--- src/sv/bcdd_pkg.sv ---
// Shared types and constants for the BCD display digit driver.
// No dependencies; imported by bcdd_ctrl, bcdd_dp and bcd_display_digit_driver.
package bcdd_pkg;

    localparam int VALUE_W        = 32;
    localparam int DIGIT_W        = 4;
    localparam int QUOT_SHIFT     = 35;
    localparam int QUOT_W         = 2 * VALUE_W - QUOT_SHIFT;
    localparam int DEF_MAX_DIGITS = 10;

    // floor(x * RECIP_TEN / 2^35) == x / 10 for every 32-bit x
    localparam logic [VALUE_W-1:0] RECIP_TEN  = 32'hCCCC_CCCD;
    localparam logic [DIGIT_W-1:0] COUNT_RST  = 4'd3;

    typedef struct packed {
        logic load;
        logic mul;
        logic step;
    } t_cmd;

    typedef struct packed {
        logic last;
        logic count_zero;
    } t_status;

endpackage

--- src/sv/bcd_display_digit_driver.sv ---
// Takes a 32-bit unsigned word and sends out its decimal digits, least significant first,
// one output word per digit with the display index and a last flag; the value is shown
// modulo 10^digit_count (count saturates at MAX_DIGITS, zero yields no output). Each digit
// takes a reciprocal multiply step and a remainder step; the remainder step waits while a
// stalled word sits in the output register. A new word is taken once the previous value's
// last digit sits in the output register. Depends on bcdd_pkg, bcdd_ctrl, bcdd_dp.
module bcd_display_digit_driver #(
    parameter int MAX_DIGITS = bcdd_pkg::DEF_MAX_DIGITS
) (
    input  logic                          i_clk,
    input  logic                          i_rst_n,
    input  logic                          i_cfg_valid,
    output logic                          o_cfg_ready,
    input  logic [bcdd_pkg::DIGIT_W-1:0]  i_cfg_data,
    input  logic                          i_valid,
    output logic                          o_stall,
    input  logic [bcdd_pkg::VALUE_W-1:0]  i_value,
    output logic                          o_valid,
    input  logic                          i_stall,
    output logic [bcdd_pkg::DIGIT_W-1:0]  o_bcd_code,
    output logic [bcdd_pkg::DIGIT_W-1:0]  o_display_index,
    output logic                          o_last
);
    import bcdd_pkg::*;

    t_cmd    w_cmd;
    t_status w_status;

    assign o_cfg_ready = 1'b1;

    bcdd_ctrl u_ctrl (
        .i_clk    (i_clk),
        .i_rst_n  (i_rst_n),
        .i_valid  (i_valid),
        .o_stall  (o_stall),
        .o_valid  (o_valid),
        .i_stall  (i_stall),
        .i_status (w_status),
        .o_cmd    (w_cmd)
    );

    bcdd_dp #(
        .MAX_DIGITS (MAX_DIGITS)
    ) u_dp (
        .i_clk           (i_clk),
        .i_rst_n         (i_rst_n),
        .i_cfg_we        (i_cfg_valid && o_cfg_ready),
        .i_cfg_data      (i_cfg_data),
        .i_value         (i_value),
        .i_cmd           (w_cmd),
        .o_status        (w_status),
        .o_bcd_code      (o_bcd_code),
        .o_display_index (o_display_index),
        .o_last          (o_last)
    );

`ifndef SYNTHESIS
    a_digit_range: assert property (@(posedge i_clk) disable iff (!i_rst_n)
        o_valid |-> (o_bcd_code <= DIGIT_W'(9)))
        else $error("bcd digit out of range");

    a_index_range: assert property (@(posedge i_clk) disable iff (!i_rst_n)
        o_valid |-> (o_display_index < DIGIT_W'(MAX_DIGITS)))
        else $error("display index beyond digit limit");

    a_zero_count: assert property (@(posedge i_clk) disable iff (!i_rst_n)
        (i_valid && !o_stall && w_status.count_zero) |=> !o_stall)
        else $error("zero digit count did not return to idle");

    a_busy: assert property (@(posedge i_clk) disable iff (!i_rst_n)
        (i_valid && !o_stall && !w_status.count_zero) |=> o_stall)
        else $error("accepted word did not start conversion");
`endif

endmodule

--- src/sv/bcdd_dp.sv ---
// Datapath: digit count register, remaining value, reciprocal divide by ten,
// digit index counter and output word register. Depends on bcdd_pkg.
module bcdd_dp #(
    parameter int MAX_DIGITS = bcdd_pkg::DEF_MAX_DIGITS
) (
    input  logic                          i_clk,
    input  logic                          i_rst_n,
    input  logic                          i_cfg_we,
    input  logic [bcdd_pkg::DIGIT_W-1:0]  i_cfg_data,
    input  logic [bcdd_pkg::VALUE_W-1:0]  i_value,
    input  bcdd_pkg::t_cmd                i_cmd,
    output bcdd_pkg::t_status             o_status,
    output logic [bcdd_pkg::DIGIT_W-1:0]  o_bcd_code,
    output logic [bcdd_pkg::DIGIT_W-1:0]  o_display_index,
    output logic                          o_last
);
    import bcdd_pkg::*;

    logic [DIGIT_W-1:0]   r_count;
    logic [DIGIT_W-1:0]   w_count_eff;
    logic [VALUE_W-1:0]   r_rest;
    logic [QUOT_W-1:0]    r_quot;
    logic [DIGIT_W-1:0]   r_idx;
    logic [DIGIT_W-1:0]   r_bcd;
    logic [DIGIT_W-1:0]   r_didx;
    logic                 r_last;
    logic [2*VALUE_W-1:0] w_prod;
    logic [DIGIT_W-1:0]   w_q_lo;
    logic [DIGIT_W-1:0]   w_digit;
    logic                 w_last;

    assign w_count_eff = (r_count > DIGIT_W'(MAX_DIGITS)) ? DIGIT_W'(MAX_DIGITS) : r_count;
    assign w_prod      = {{VALUE_W{1'b0}}, r_rest} * {{VALUE_W{1'b0}}, RECIP_TEN};
    // remainder is below ten, so the low nibble is enough
    assign w_q_lo      = r_quot[DIGIT_W-1:0];
    assign w_digit     = r_rest[DIGIT_W-1:0] - ((w_q_lo << 3) + (w_q_lo << 1));
    assign w_last      = (r_idx == (w_count_eff - DIGIT_W'(1)));

    assign o_status.last       = w_last;
    assign o_status.count_zero = (w_count_eff == '0);

    always_ff @(posedge i_clk) begin
        if (!i_rst_n) begin
            r_count <= COUNT_RST;
        end else if (i_cfg_we) begin
            r_count <= i_cfg_data;
        end
    end

    always_ff @(posedge i_clk) begin
        if (i_cmd.load) begin
            r_rest <= i_value;
            r_idx  <= '0;
        end
        if (i_cmd.mul) begin
            r_quot <= w_prod[2*VALUE_W-1:QUOT_SHIFT];
        end
        if (i_cmd.step) begin
            r_rest <= {{(VALUE_W-QUOT_W){1'b0}}, r_quot};
            r_idx  <= r_idx + DIGIT_W'(1);
            r_bcd  <= w_digit;
            r_didx <= r_idx;
            r_last <= w_last;
        end
    end

    assign o_bcd_code      = r_bcd;
    assign o_display_index = r_didx;
    assign o_last          = r_last;

endmodule

--- src/sv/bcdd_ctrl.sv ---
// Controller: sequences load, multiply and digit steps, and owns both handshakes.
// Depends on bcdd_pkg.
module bcdd_ctrl (
    input  logic              i_clk,
    input  logic              i_rst_n,
    input  logic              i_valid,
    output logic              o_stall,
    output logic              o_valid,
    input  logic              i_stall,
    input  bcdd_pkg::t_status i_status,
    output bcdd_pkg::t_cmd    o_cmd
);
    import bcdd_pkg::*;

    typedef enum logic [1:0] {
        S_IDLE,
        S_MUL,
        S_DIG
    } t_state;

    t_state r_state, n_state;
    logic   r_ovalid, n_ovalid;
    logic   w_out_free;

    assign w_out_free = !r_ovalid || !i_stall;

    always_comb begin
        n_state    = r_state;
        o_cmd      = '0;
        n_ovalid   = r_ovalid && i_stall;
        unique case (r_state)
            S_IDLE: begin
                if (i_valid) begin
                    o_cmd.load = 1'b1;
                    if (!i_status.count_zero) begin
                        n_state = S_MUL;
                    end
                end
            end
            S_MUL: begin
                o_cmd.mul = 1'b1;
                n_state   = S_DIG;
            end
            S_DIG: begin
                if (w_out_free) begin
                    o_cmd.step = 1'b1;
                    n_ovalid   = 1'b1;
                    n_state    = i_status.last ? S_IDLE : S_MUL;
                end
            end
            default: n_state = S_IDLE;
        endcase
    end

    always_ff @(posedge i_clk) begin
        if (!i_rst_n) begin
            r_state  <= S_IDLE;
            r_ovalid <= 1'b0;
        end else begin
            r_state  <= n_state;
            r_ovalid <= n_ovalid;
        end
    end

    assign o_stall = (r_state != S_IDLE);
    assign o_valid = r_ovalid;

endmodule
--- config.mk ---
export PLATFORM = sky130hd
export DESIGN_NAME = bcd_display_digit_driver
export DESIGN_NICKNAME = d
export VERILOG_FILES = /design/src/sv/bcdd_pkg.sv /design/src/sv/bcd_display_digit_driver.sv /design/src/sv/bcdd_dp.sv /design/src/sv/bcdd_ctrl.sv
export SDC_FILE = /design/constraint.sdc
export NUM_CORES = 1
export LEC_CHECK = 0
export BUFFER_PORTS_ARGS = -buffer_cell sky130_fd_sc_hd__buf_2
export CAP_MARGIN = 10
export CORE_ASPECT_RATIO = 0.8
export CORE_MARGIN = 2
export CORE_UTILIZATION = 50
export DETAILED_ROUTE_END_ITERATION = 10
export PLACE_DENSITY = 0.69
export SYNTH_ARGS = -nofsm -noshare
export SYNTH_HDL_FRONTEND = slang
export SYNTH_SLANG_ARGS = --single-unit
--- constraint.sdc ---
create_clock -name i_clk -period 6.9 [get_ports i_clk]
set_input_delay 1.035 -clock i_clk [delete_from_list [all_inputs] [get_ports i_clk]]
set_output_delay 1.035 -clock i_clk [all_outputs]
set_load 0.02 [all_outputs]
==> load_flow_metrics.sql, run 1 <==
INSERT INTO impl_metrics (metric_group, metric, value, unit) VALUES
('cells_and_area', 'layout-area-overhead-vs-synth', '21.44', '%'),
('yosys', 'share_of_synthesized_area_occupied_by_flip_flops_and_latches', '0.1177', ''),
('cts', 'cts_clock_pin_slew_for_the_worst_setup_and_hold_paths', '80', 'ps'),
('route', 'first_iter_violations', '1231', ''),
('setup_path', 'cp_cell_sequence', 'ha_2 > inv_2 > fa_1 > inv_2 > fa_1 > inv_1 > fa_1 > inv_2 > fa_2 > fa_2 > fa_1 > fa_1 > ha_4 > nand4_1 > buf_4 > nor3_1 > a221o_1 > or3_4 > a21o_4 > a21oi_4 > nand2_2 > a221o_1 > xnor2_1', ''),
('timing', 'clock_skew', '17.31', 'ps'),
('cells_and_area', 'n_antenna_cell', '0', ''),
('timing', 'timing.final.setup_violations', '23', ''),
('cts', 'htree_levels', '3', ''),
('cts', 'tritoncts_num_sinks', '81', ''),
('yosys', 'muxShareOfSynthArea', '0.002020', ''),
('setup_path', 'crit_path_top_delay_cell', 'sky130_fd_sc_hd__fa_1', ''),
('global_route', 'busiest_layer', 'met1', ''),
('timing', 'final.setup.tns', '-6610', 'ps'),
('yosys', 'yosys_warnings', '0', ''),
('outcome', 'violations_in_the_final_reports', 'setup timing', ''),
('floorplan', 'rows', '65', ''),
('cts', 'tritoncts_clock_tree', 'done', ''),
('place', 'input_output_buffers', '51', ''),
('place', 'place.detailed.hpwl', '56430', 'um'),
('floorplan', 'fp.dieH', '182.1', 'um'),
('yosys', 'synth-adder-area-share', '0.6134', ''),
('yosys', 'synthSimpleGateAreaFrac', '0.05897', ''),
('yosys', 'combinational_family_with_the_most_area_after_synthesis', 'adder cells', ''),
('yosys', 'xor_xnor_share_of_the_synthesized_area', '0.03801', ''),
('yosys', 'synth_async_sr_flop_share', '0', ''),
('route', 'drtPass1Iterations', '5', ''),
('cells_and_area', 'fin_util', '0.6127', ''),
('cells_and_area', 'final_layout_size_suffix_gt1_frac', '0.2231', ''),
('yosys', 'post_synthesis_mean_instance_area', '10.31', 'um^2'),
('global_route', 'grt.met2_usage', '0.4515', ''),
('timing', 'min_period_over_period', '1.069', ''),
('yosys', 'netlist_area', '19820', 'um^2'),
('floorplan', 'pin_count', '53', ''),
('timing', 'max-slew-margin-rel', '0.5737', ''),
('cts', 'cts_hold_buf', '0', ''),
('yosys', 'netlist_instances', '1922', ''),
('yosys', 'synthFlopType', 'sky130_fd_sc_hd__edfxtp_1', ''),
('route', 'detailroute.via_count', '14760', ''),
('setup_path', 'critical_path.max_fanout', '4', ''),
('setup_path', 'cp_top_family', 'adder cells', ''),
('timing', 'worst-slew-pin-transition', '637.1', 'ps'),
('yosys', 'syn-num-nets', '2703', ''),
('global_route', 'global_route.usage.total', '0.3280', ''),
('floorplan', 'die_area', '41250', 'um^2'),
('min_path', 'hold_path.class', 'flop to flop', ''),
('floorplan', 'die_x', '226.6', 'um'),
('outcome', 'outcome', 'finished with violations', ''),
('yosys', 'count_of_state_elements_after_synthesis', '81', ''),
('yosys', 'synth_edf_count', '71', ''),
('cts', 'ctsLongestPathBuffers', '2', ''),
('route', 'route.detailed.drc', '0', ''),
('place', 'place_congestion', '1.048', ''),
('setup_path', 'setup.worst_path.end_class', 'flop', ''),
('timing', 'fin_worst_hold_slack', '510.2', 'ps'),
('global_route', 'antenna_found_initial', '3', ''),
('route', 'viasPerCell', '5.264', ''),
('route', 'postRouteWirelength', '63390', 'um'),
('cells_and_area', 'fin_nets', '3044', ''),
('setup_path', 'cp_data_required_time', '7020', 'ps'),
('global_route', 'grt_overflow_total', '0', ''),
('global_route', 'grtUsageMet1', '0.4753', ''),
('flow_run', 'max_cap_violations', '0', ''),
('global_route', 'grt_pass1_vias', '16060', ''),
('timing', 'setup_slack', '-478.1', 'ps'),
('timing', 'max_freq', '0.1355', 'GHz'),
('setup_path', 'setup.worst_path.start_class', 'flop', ''),
('timing', 'grt_setup_unrepaired', 'yes', ''),
('cells_and_area', 'n_fill_cell', '3258', ''),
('floorplan', 'initial_utilization', '0.5045', ''),
('timing', 'final_hold_viol_count', '0', '');
## timing repair
| item | in CTS | in global routing |
|---|---|---|
| setup buffers | 25 | 10 |
| gates resized for setup | 84 | 60 |
| setup endpoints to repair | 23 | 26 |
| pin swaps | 62 | 66 |
## final cells by class
class                   instances  area [um^2]  area share
clock inverters                 6        51.30    0.002132
repair buffers                356         2595      0.1078
multi-input cells            1269        16110      0.6695
clock buffers                  10        250.2     0.01040
flip-flops and latches         81         2332     0.09691
inverters                     546         2054     0.08537
well taps                     536        670.6     0.02787
## logic make-up after synthesis
family          after synthesis
compound gates              184
xor+xnor                     86
fa+ha+maj                   740
buf+inv                     572
flops                        81
mux                           4
other cells                   1
simple gates                254
## registers in the layout, summed over array words and instances, names as in the netlist, 2 cells and up
register	flops
u_dp.r_rest	32
u_dp.r_idx	4
u_ctrl.r_state	2
u_dp.r_quot	29
u_dp.o_display_index	4
u_dp.r_count	4
u_dp.o_bcd_code	4
## tightest hold or removal path: stages (launching register included)
cell and delay, ps:
sky130_fd_sc_hd__edfxtp_1 320, sky130_fd_sc_hd__nand2_1 50, sky130_fd_sc_hd__nand2_1 40
## metal layers
metal / routed length [um] / share of wire
met5: 104 / 0.0016
met2: 25330 / 0.40
met1: 28260 / 0.45
met3: 8623 / 0.14
met4: 1079 / 0.017
## cells in the mapped netlist (all sizes together) (2+ instances only)
cell    count  area [um^2]
inv       545         2046
a221oi      3        26.28
fa        386         7727
nor2       31        116.4
a21o       39        300.3
nand4      18        112.6
a211oi      2        15.01
nor4        5        37.53
o221ai      2        17.52
and2        9        56.30
o211ai      5        37.54
a221o       2        20.02
xnor2      41        359.1
nor3b       2        15.01
or2         3        18.77
a21boi      3        26.27
nand2     139        524.3
mux2i       4        40.04
a31oi      10        62.56
nor4b       2        17.52
o21ai      25        125.1
and4        2        17.52
a31o        2        17.52
o21bai      6        45.04
clkbuf     25        93.84
o21a        8        60.06
edfxtp     71         2132
nor2b       8        50.05
ha        354         4429
dfxtp      10        200.2
o31ai       3        36.28
nand3      12        60.06
nor3        8        40.04
and3        5        31.28
a21oi      65        344.1
nand2b      7        43.79
xor2       45        394.1
## path summary, 6_finish.rpt
| check | from | slack [ps] | depth (start not counted) | endpoint |
|---|---|---|---|---|
| worst min register to register | u_dp.r_quot[22] | 510 | 2 | u_dp.r_rest[22] |
| worst min-delay path | u_dp.r_quot[22] | 510 | 2 | u_dp.r_rest[22] |
| worst max-delay path | u_dp.r_rest[8] | -480 | 23 | u_dp.r_quot[28] |
| worst max register to register | u_dp.r_rest[8] | -480 | 23 | u_dp.r_quot[28] |
## per-stage QoR
stage | cell area, um^2 | instances
detailed placement | 22830 | 2753
global route | 24070 | 2804
floorplan | 19950 | 1922
global placement | 22830 | 2753
CTS | 23770 | 2794
finish | 24070 | 2804
## cells in the final DEF, fill, tap and decap left out, types with 6 or more instances in the layout
cell type	instances
sky130_fd_sc_hd__dfxtp_1	10
sky130_fd_sc_hd__o21ai_0	20
sky130_fd_sc_hd__xnor2_1	39
sky130_fd_sc_hd__buf_4	294
sky130_fd_sc_hd__a21o_1	38
sky130_fd_sc_hd__xor2_1	41
sky130_fd_sc_hd__a21oi_1	50
sky130_fd_sc_hd__nor3_1	8
sky130_fd_sc_hd__nand2_1	135
sky130_fd_sc_hd__nand4_1	18
sky130_fd_sc_hd__nor2b_1	6
sky130_fd_sc_hd__inv_2	15
sky130_fd_sc_hd__o21a_1	8
sky130_fd_sc_hd__edfxtp_1	71
sky130_fd_sc_hd__inv_1	528
sky130_fd_sc_hd__and2_1	9
sky130_fd_sc_hd__ha_2	9
sky130_fd_sc_hd__a31oi_1	6
sky130_fd_sc_hd__buf_6	10
sky130_fd_sc_hd__fa_2	25
sky130_fd_sc_hd__buf_2	51
sky130_fd_sc_hd__a21oi_2	10
sky130_fd_sc_hd__nor2_1	30
sky130_fd_sc_hd__ha_1	316
sky130_fd_sc_hd__ha_4	29
sky130_fd_sc_hd__fa_1	361
sky130_fd_sc_hd__nand2b_1	6
sky130_fd_sc_hd__clkbuf_16	10
sky130_fd_sc_hd__nand3_1	11
Power of run 1 is left out: the tool's default activity adds up to more than one toggle a clock period on the data nets, which glitch-free logic cannot reach.
==> run 2: changes to the inputs <==
--- a/config.mk
+++ b/config.mk
@@ -12,6 +12,7 @@
 export CORE_UTILIZATION = 50
 export DETAILED_ROUTE_END_ITERATION = 10
 export PLACE_DENSITY = 0.69
+export REMOVE_ABC_BUFFERS = 1
 export SYNTH_ARGS = -nofsm -noshare
 export SYNTH_HDL_FRONTEND = slang
 export SYNTH_SLANG_ARGS = --single-unit
==> run 2 against run 1 <==
  * The run still ends with setup timing left
  * Register-to-register slack improved by 90 ps
  * Sequential share of layout area fell by 0.052 points
  * Cell area rose by 0.54%
  * Global-route usage fell by 0.47 points
  * Clock skew fell by 5.3 ps
  * Maximum frequency rose by 1.3%
  * Setup slack improved by 92 ps
  * Final cell count rose by 0.32%
  * Largest cell class unchanged
==> load_flow_metrics.sql, run 2 (synthesis gave the netlist of run 1 again) <==
INSERT INTO impl_metrics (metric_group, metric, value, unit) VALUES
('setup_path', 'critPathArrivalTime', '7400', 'ps'),
('floorplan', 'rows', '65', ''),
('cells_and_area', 'registers.top_by_ff_count', 'u_dp.r_rest', ''),
('cells_and_area', 'largest_regs', 'u_dp.r_rest (32), u_dp.r_quot (29)', ''),
('outcome', 'violations_in_the_final_reports', 'setup timing', ''),
('timing', 'max-slew-margin-rel', '0.4382', ''),
('route', 'viasPerCell', '5.301', ''),
('cts', 'worst_skew_pair.late_latency', '370', 'ps'),
('cells_and_area', 'largest_register_ffs', '32', ''),
('global_route', 'global_route.usage.total', '0.3234', ''),
('global_route', 'grt_pass1_vias', '16350', ''),
('cts', 'cts-root-buf', 'sky130_fd_sc_hd__clkbuf_16', ''),
('cells_and_area', 'mostFrequentLayoutCells', 'sky130_fd_sc_hd__inv_1, sky130_fd_sc_hd__fa_1, sky130_fd_sc_hd__ha_1', ''),
('setup_path', 'setup.worst_path.start_class', 'flop', ''),
('place', 'place.detailed.instances', '2758', ''),
('outcome', 'outcome', 'finished with violations', ''),
('timing', 'setup_slack', '-385.9', 'ps'),
('route', 'drtPass1Iterations', '5', ''),
('route', 'route.detailed.drc', '0', ''),
('cts', 'tritoncts.num_buffers', '9', ''),
('place', 'place.detailed.hpwl', '54840', 'um'),
('place', 'input_output_buffers', '51', ''),
('timing', 'timing.final.max_slew_violations', '0', ''),
('global_route', 'grt_max_degree', '34', ''),
('cells_and_area', 'layout-area-overhead-vs-synth', '22.09', '%'),
('cts', 'tritoncts_num_sinks', '81', ''),
('floorplan', 'initial_utilization', '0.5045', ''),
('setup_path', 'critical_path_class', 'flop to flop', ''),
('timing', 'clock_skew', '11.96', 'ps'),
('route', 'wire_per_inst', '22.24', 'um'),
('floorplan', 'die_area', '41250', 'um^2'),
('timing', 'grt_setup_unrepaired', 'yes', ''),
('cells_and_area', 'final_common_cell', 'sky130_fd_sc_hd__inv_1', ''),
('cells_and_area', 'post_layout_nonfiller_instances', '2813', ''),
('floorplan', 'fp.coreArea', '39280', 'um^2'),
('floorplan', 'die_x', '226.6', 'um'),
('cells_and_area', 'final_layout_size_suffix_gt1_frac', '0.2297', ''),
('cells_and_area', 'n_antenna_cell', '0', ''),
('setup_path', 'critical_path.max_fanout', '5', ''),
('place', 'place_congestion', '1.017', ''),
('timing', 'min_period_over_period', '1.056', ''),
('cells_and_area', 'fin_nets', '3053', ''),
('timing', 'final_hold_viol_count', '0', ''),
('timing', 'timing.final.setup_violations', '22', ''),
('timing', 'max_freq', '0.1373', 'GHz'),
('route', 'drt.antenna.violating_nets', '0', ''),
('route', 'first_iter_violations', '1264', ''),
('route', 'postRouteWirelength', '62550', 'um'),
('timing', 'final.min_clock_period', '7286', 'ps'),
('cts', 'cts_hold_buf', '0', ''),
('route', 'detailroute.via_count', '14910', ''),
('global_route', 'grt_pass1_wl', '97110', 'um'),
('floorplan', 'fp.dieH', '182.1', 'um'),
('global_route', 'antenna_found_initial', '0', ''),
('setup_path', 'cp_data_required_time', '7020', 'ps'),
('cells_and_area', 'n_fill_cell', '3152', ''),
('global_route', 'grt_overflow_total', '0', ''),
('floorplan', 'pin_count', '53', ''),
('min_path', 'hold_path.class', 'flop to flop', ''),
('timing', 'worst-slew-pin-transition', '839.5', 'ps'),
('setup_path', 'setup.worst_path.end_class', 'flop', ''),
('cts', 'ctsLongestPathBuffers', '2', ''),
('flow_run', 'max_cap_violations', '0', ''),
('cts', 'htree_levels', '3', ''),
('cts', 'cts_clock_pin_slew_for_the_worst_setup_and_hold_paths', '70', 'ps'),
('cts', 'tritoncts_clock_tree', 'done', '');
## run 2: final timing paths
check | start | endpoint | slack (ps) | depth (start not counted)
worst max register to register | u_dp.r_rest[14] | u_dp.r_quot[18] | -390 | 27
worst max-delay path | u_dp.r_rest[14] | u_dp.r_quot[18] | -390 | 27
worst min register to register | u_dp.r_quot[23] | u_dp.r_rest[23] | 520 | 2
worst min-delay path | u_dp.r_quot[23] | u_dp.r_rest[23] | 520 | 2
## run 2: critical path, stage by stage (launching register included)
cell	delay, ps
sky130_fd_sc_hd__edfxtp_1	450
sky130_fd_sc_hd__buf_4	180
sky130_fd_sc_hd__ha_4	240
sky130_fd_sc_hd__buf_4	130
sky130_fd_sc_hd__buf_4	150
sky130_fd_sc_hd__ha_4	260
sky130_fd_sc_hd__inv_1	50
sky130_fd_sc_hd__fa_1	500
sky130_fd_sc_hd__inv_1	50
sky130_fd_sc_hd__fa_1	490
sky130_fd_sc_hd__fa_1	540
sky130_fd_sc_hd__fa_1	430
sky130_fd_sc_hd__fa_1	490
sky130_fd_sc_hd__inv_1	50
sky130_fd_sc_hd__fa_1	520
sky130_fd_sc_hd__inv_2	50
sky130_fd_sc_hd__ha_4	230
sky130_fd_sc_hd__a21oi_4	170
sky130_fd_sc_hd__o221ai_4	160
sky130_fd_sc_hd__a21o_1	240
sky130_fd_sc_hd__a221o_1	290
sky130_fd_sc_hd__or3_4	390
sky130_fd_sc_hd__a21o_4	240
sky130_fd_sc_hd__buf_6	130
sky130_fd_sc_hd__a21oi_4	230
sky130_fd_sc_hd__o31ai_4	120
sky130_fd_sc_hd__a21oi_2	170
sky130_fd_sc_hd__xnor2_1	70
## run 2: area by class of cell
type	count	area, um^2	area share
multi-input combinational	1269	16170	0.6685
timing repair buffer	365	2691	0.1112
sequential	81	2332	0.09639
inverter	546	2054	0.08491
tap	536	670.6	0.02772
clock buffer	11	232.7	0.009618
clock inverter	5	40.04	0.001655
## run 2: timing repair
action | 4_1_cts | 5_1_grt
pin swaps | 90 | 52
setup buffers | 31 | 10
resized for setup | 135 | 43
setup endpoints to repair | 24 | 27
## run 2: metrics by stage
step / cell area [um^2] / setup TNS, ps / hold slack, ps / setup WS, ps / utilization
4_1_cts: 23930 / -3110 / 514.2 / -307.1 / 0.6092
2_1_floorplan: 19720 / -1150 / 483.6 / -216.0 / -
6_report: 24200 / -6106 / 517.9 / -385.9 / 0.6160
3_5_place_dp: 22720 / -8792 / 495.4 / -561.8 / 0.5784
5_1_grt: 24200 / -9207 / 539.3 / -515.3 / 0.6160
3_3_place_gp: 22720 / -6644 / 495.3 / -466.0 / 0.5784
## run 2: per-layer routing
metal / GRT usage / up-vias / routed length (um)
met5: 0 / - / 0
met4: 0.06026 / 0 / 1057
met3: 0.1187 / 75 / 7883
met2: 0.4602 / 637 / 26150
met1: 0.4759 / 7541 / 27460
li1: - / 6660 / -
Power of run 2 is left out for the same reason.
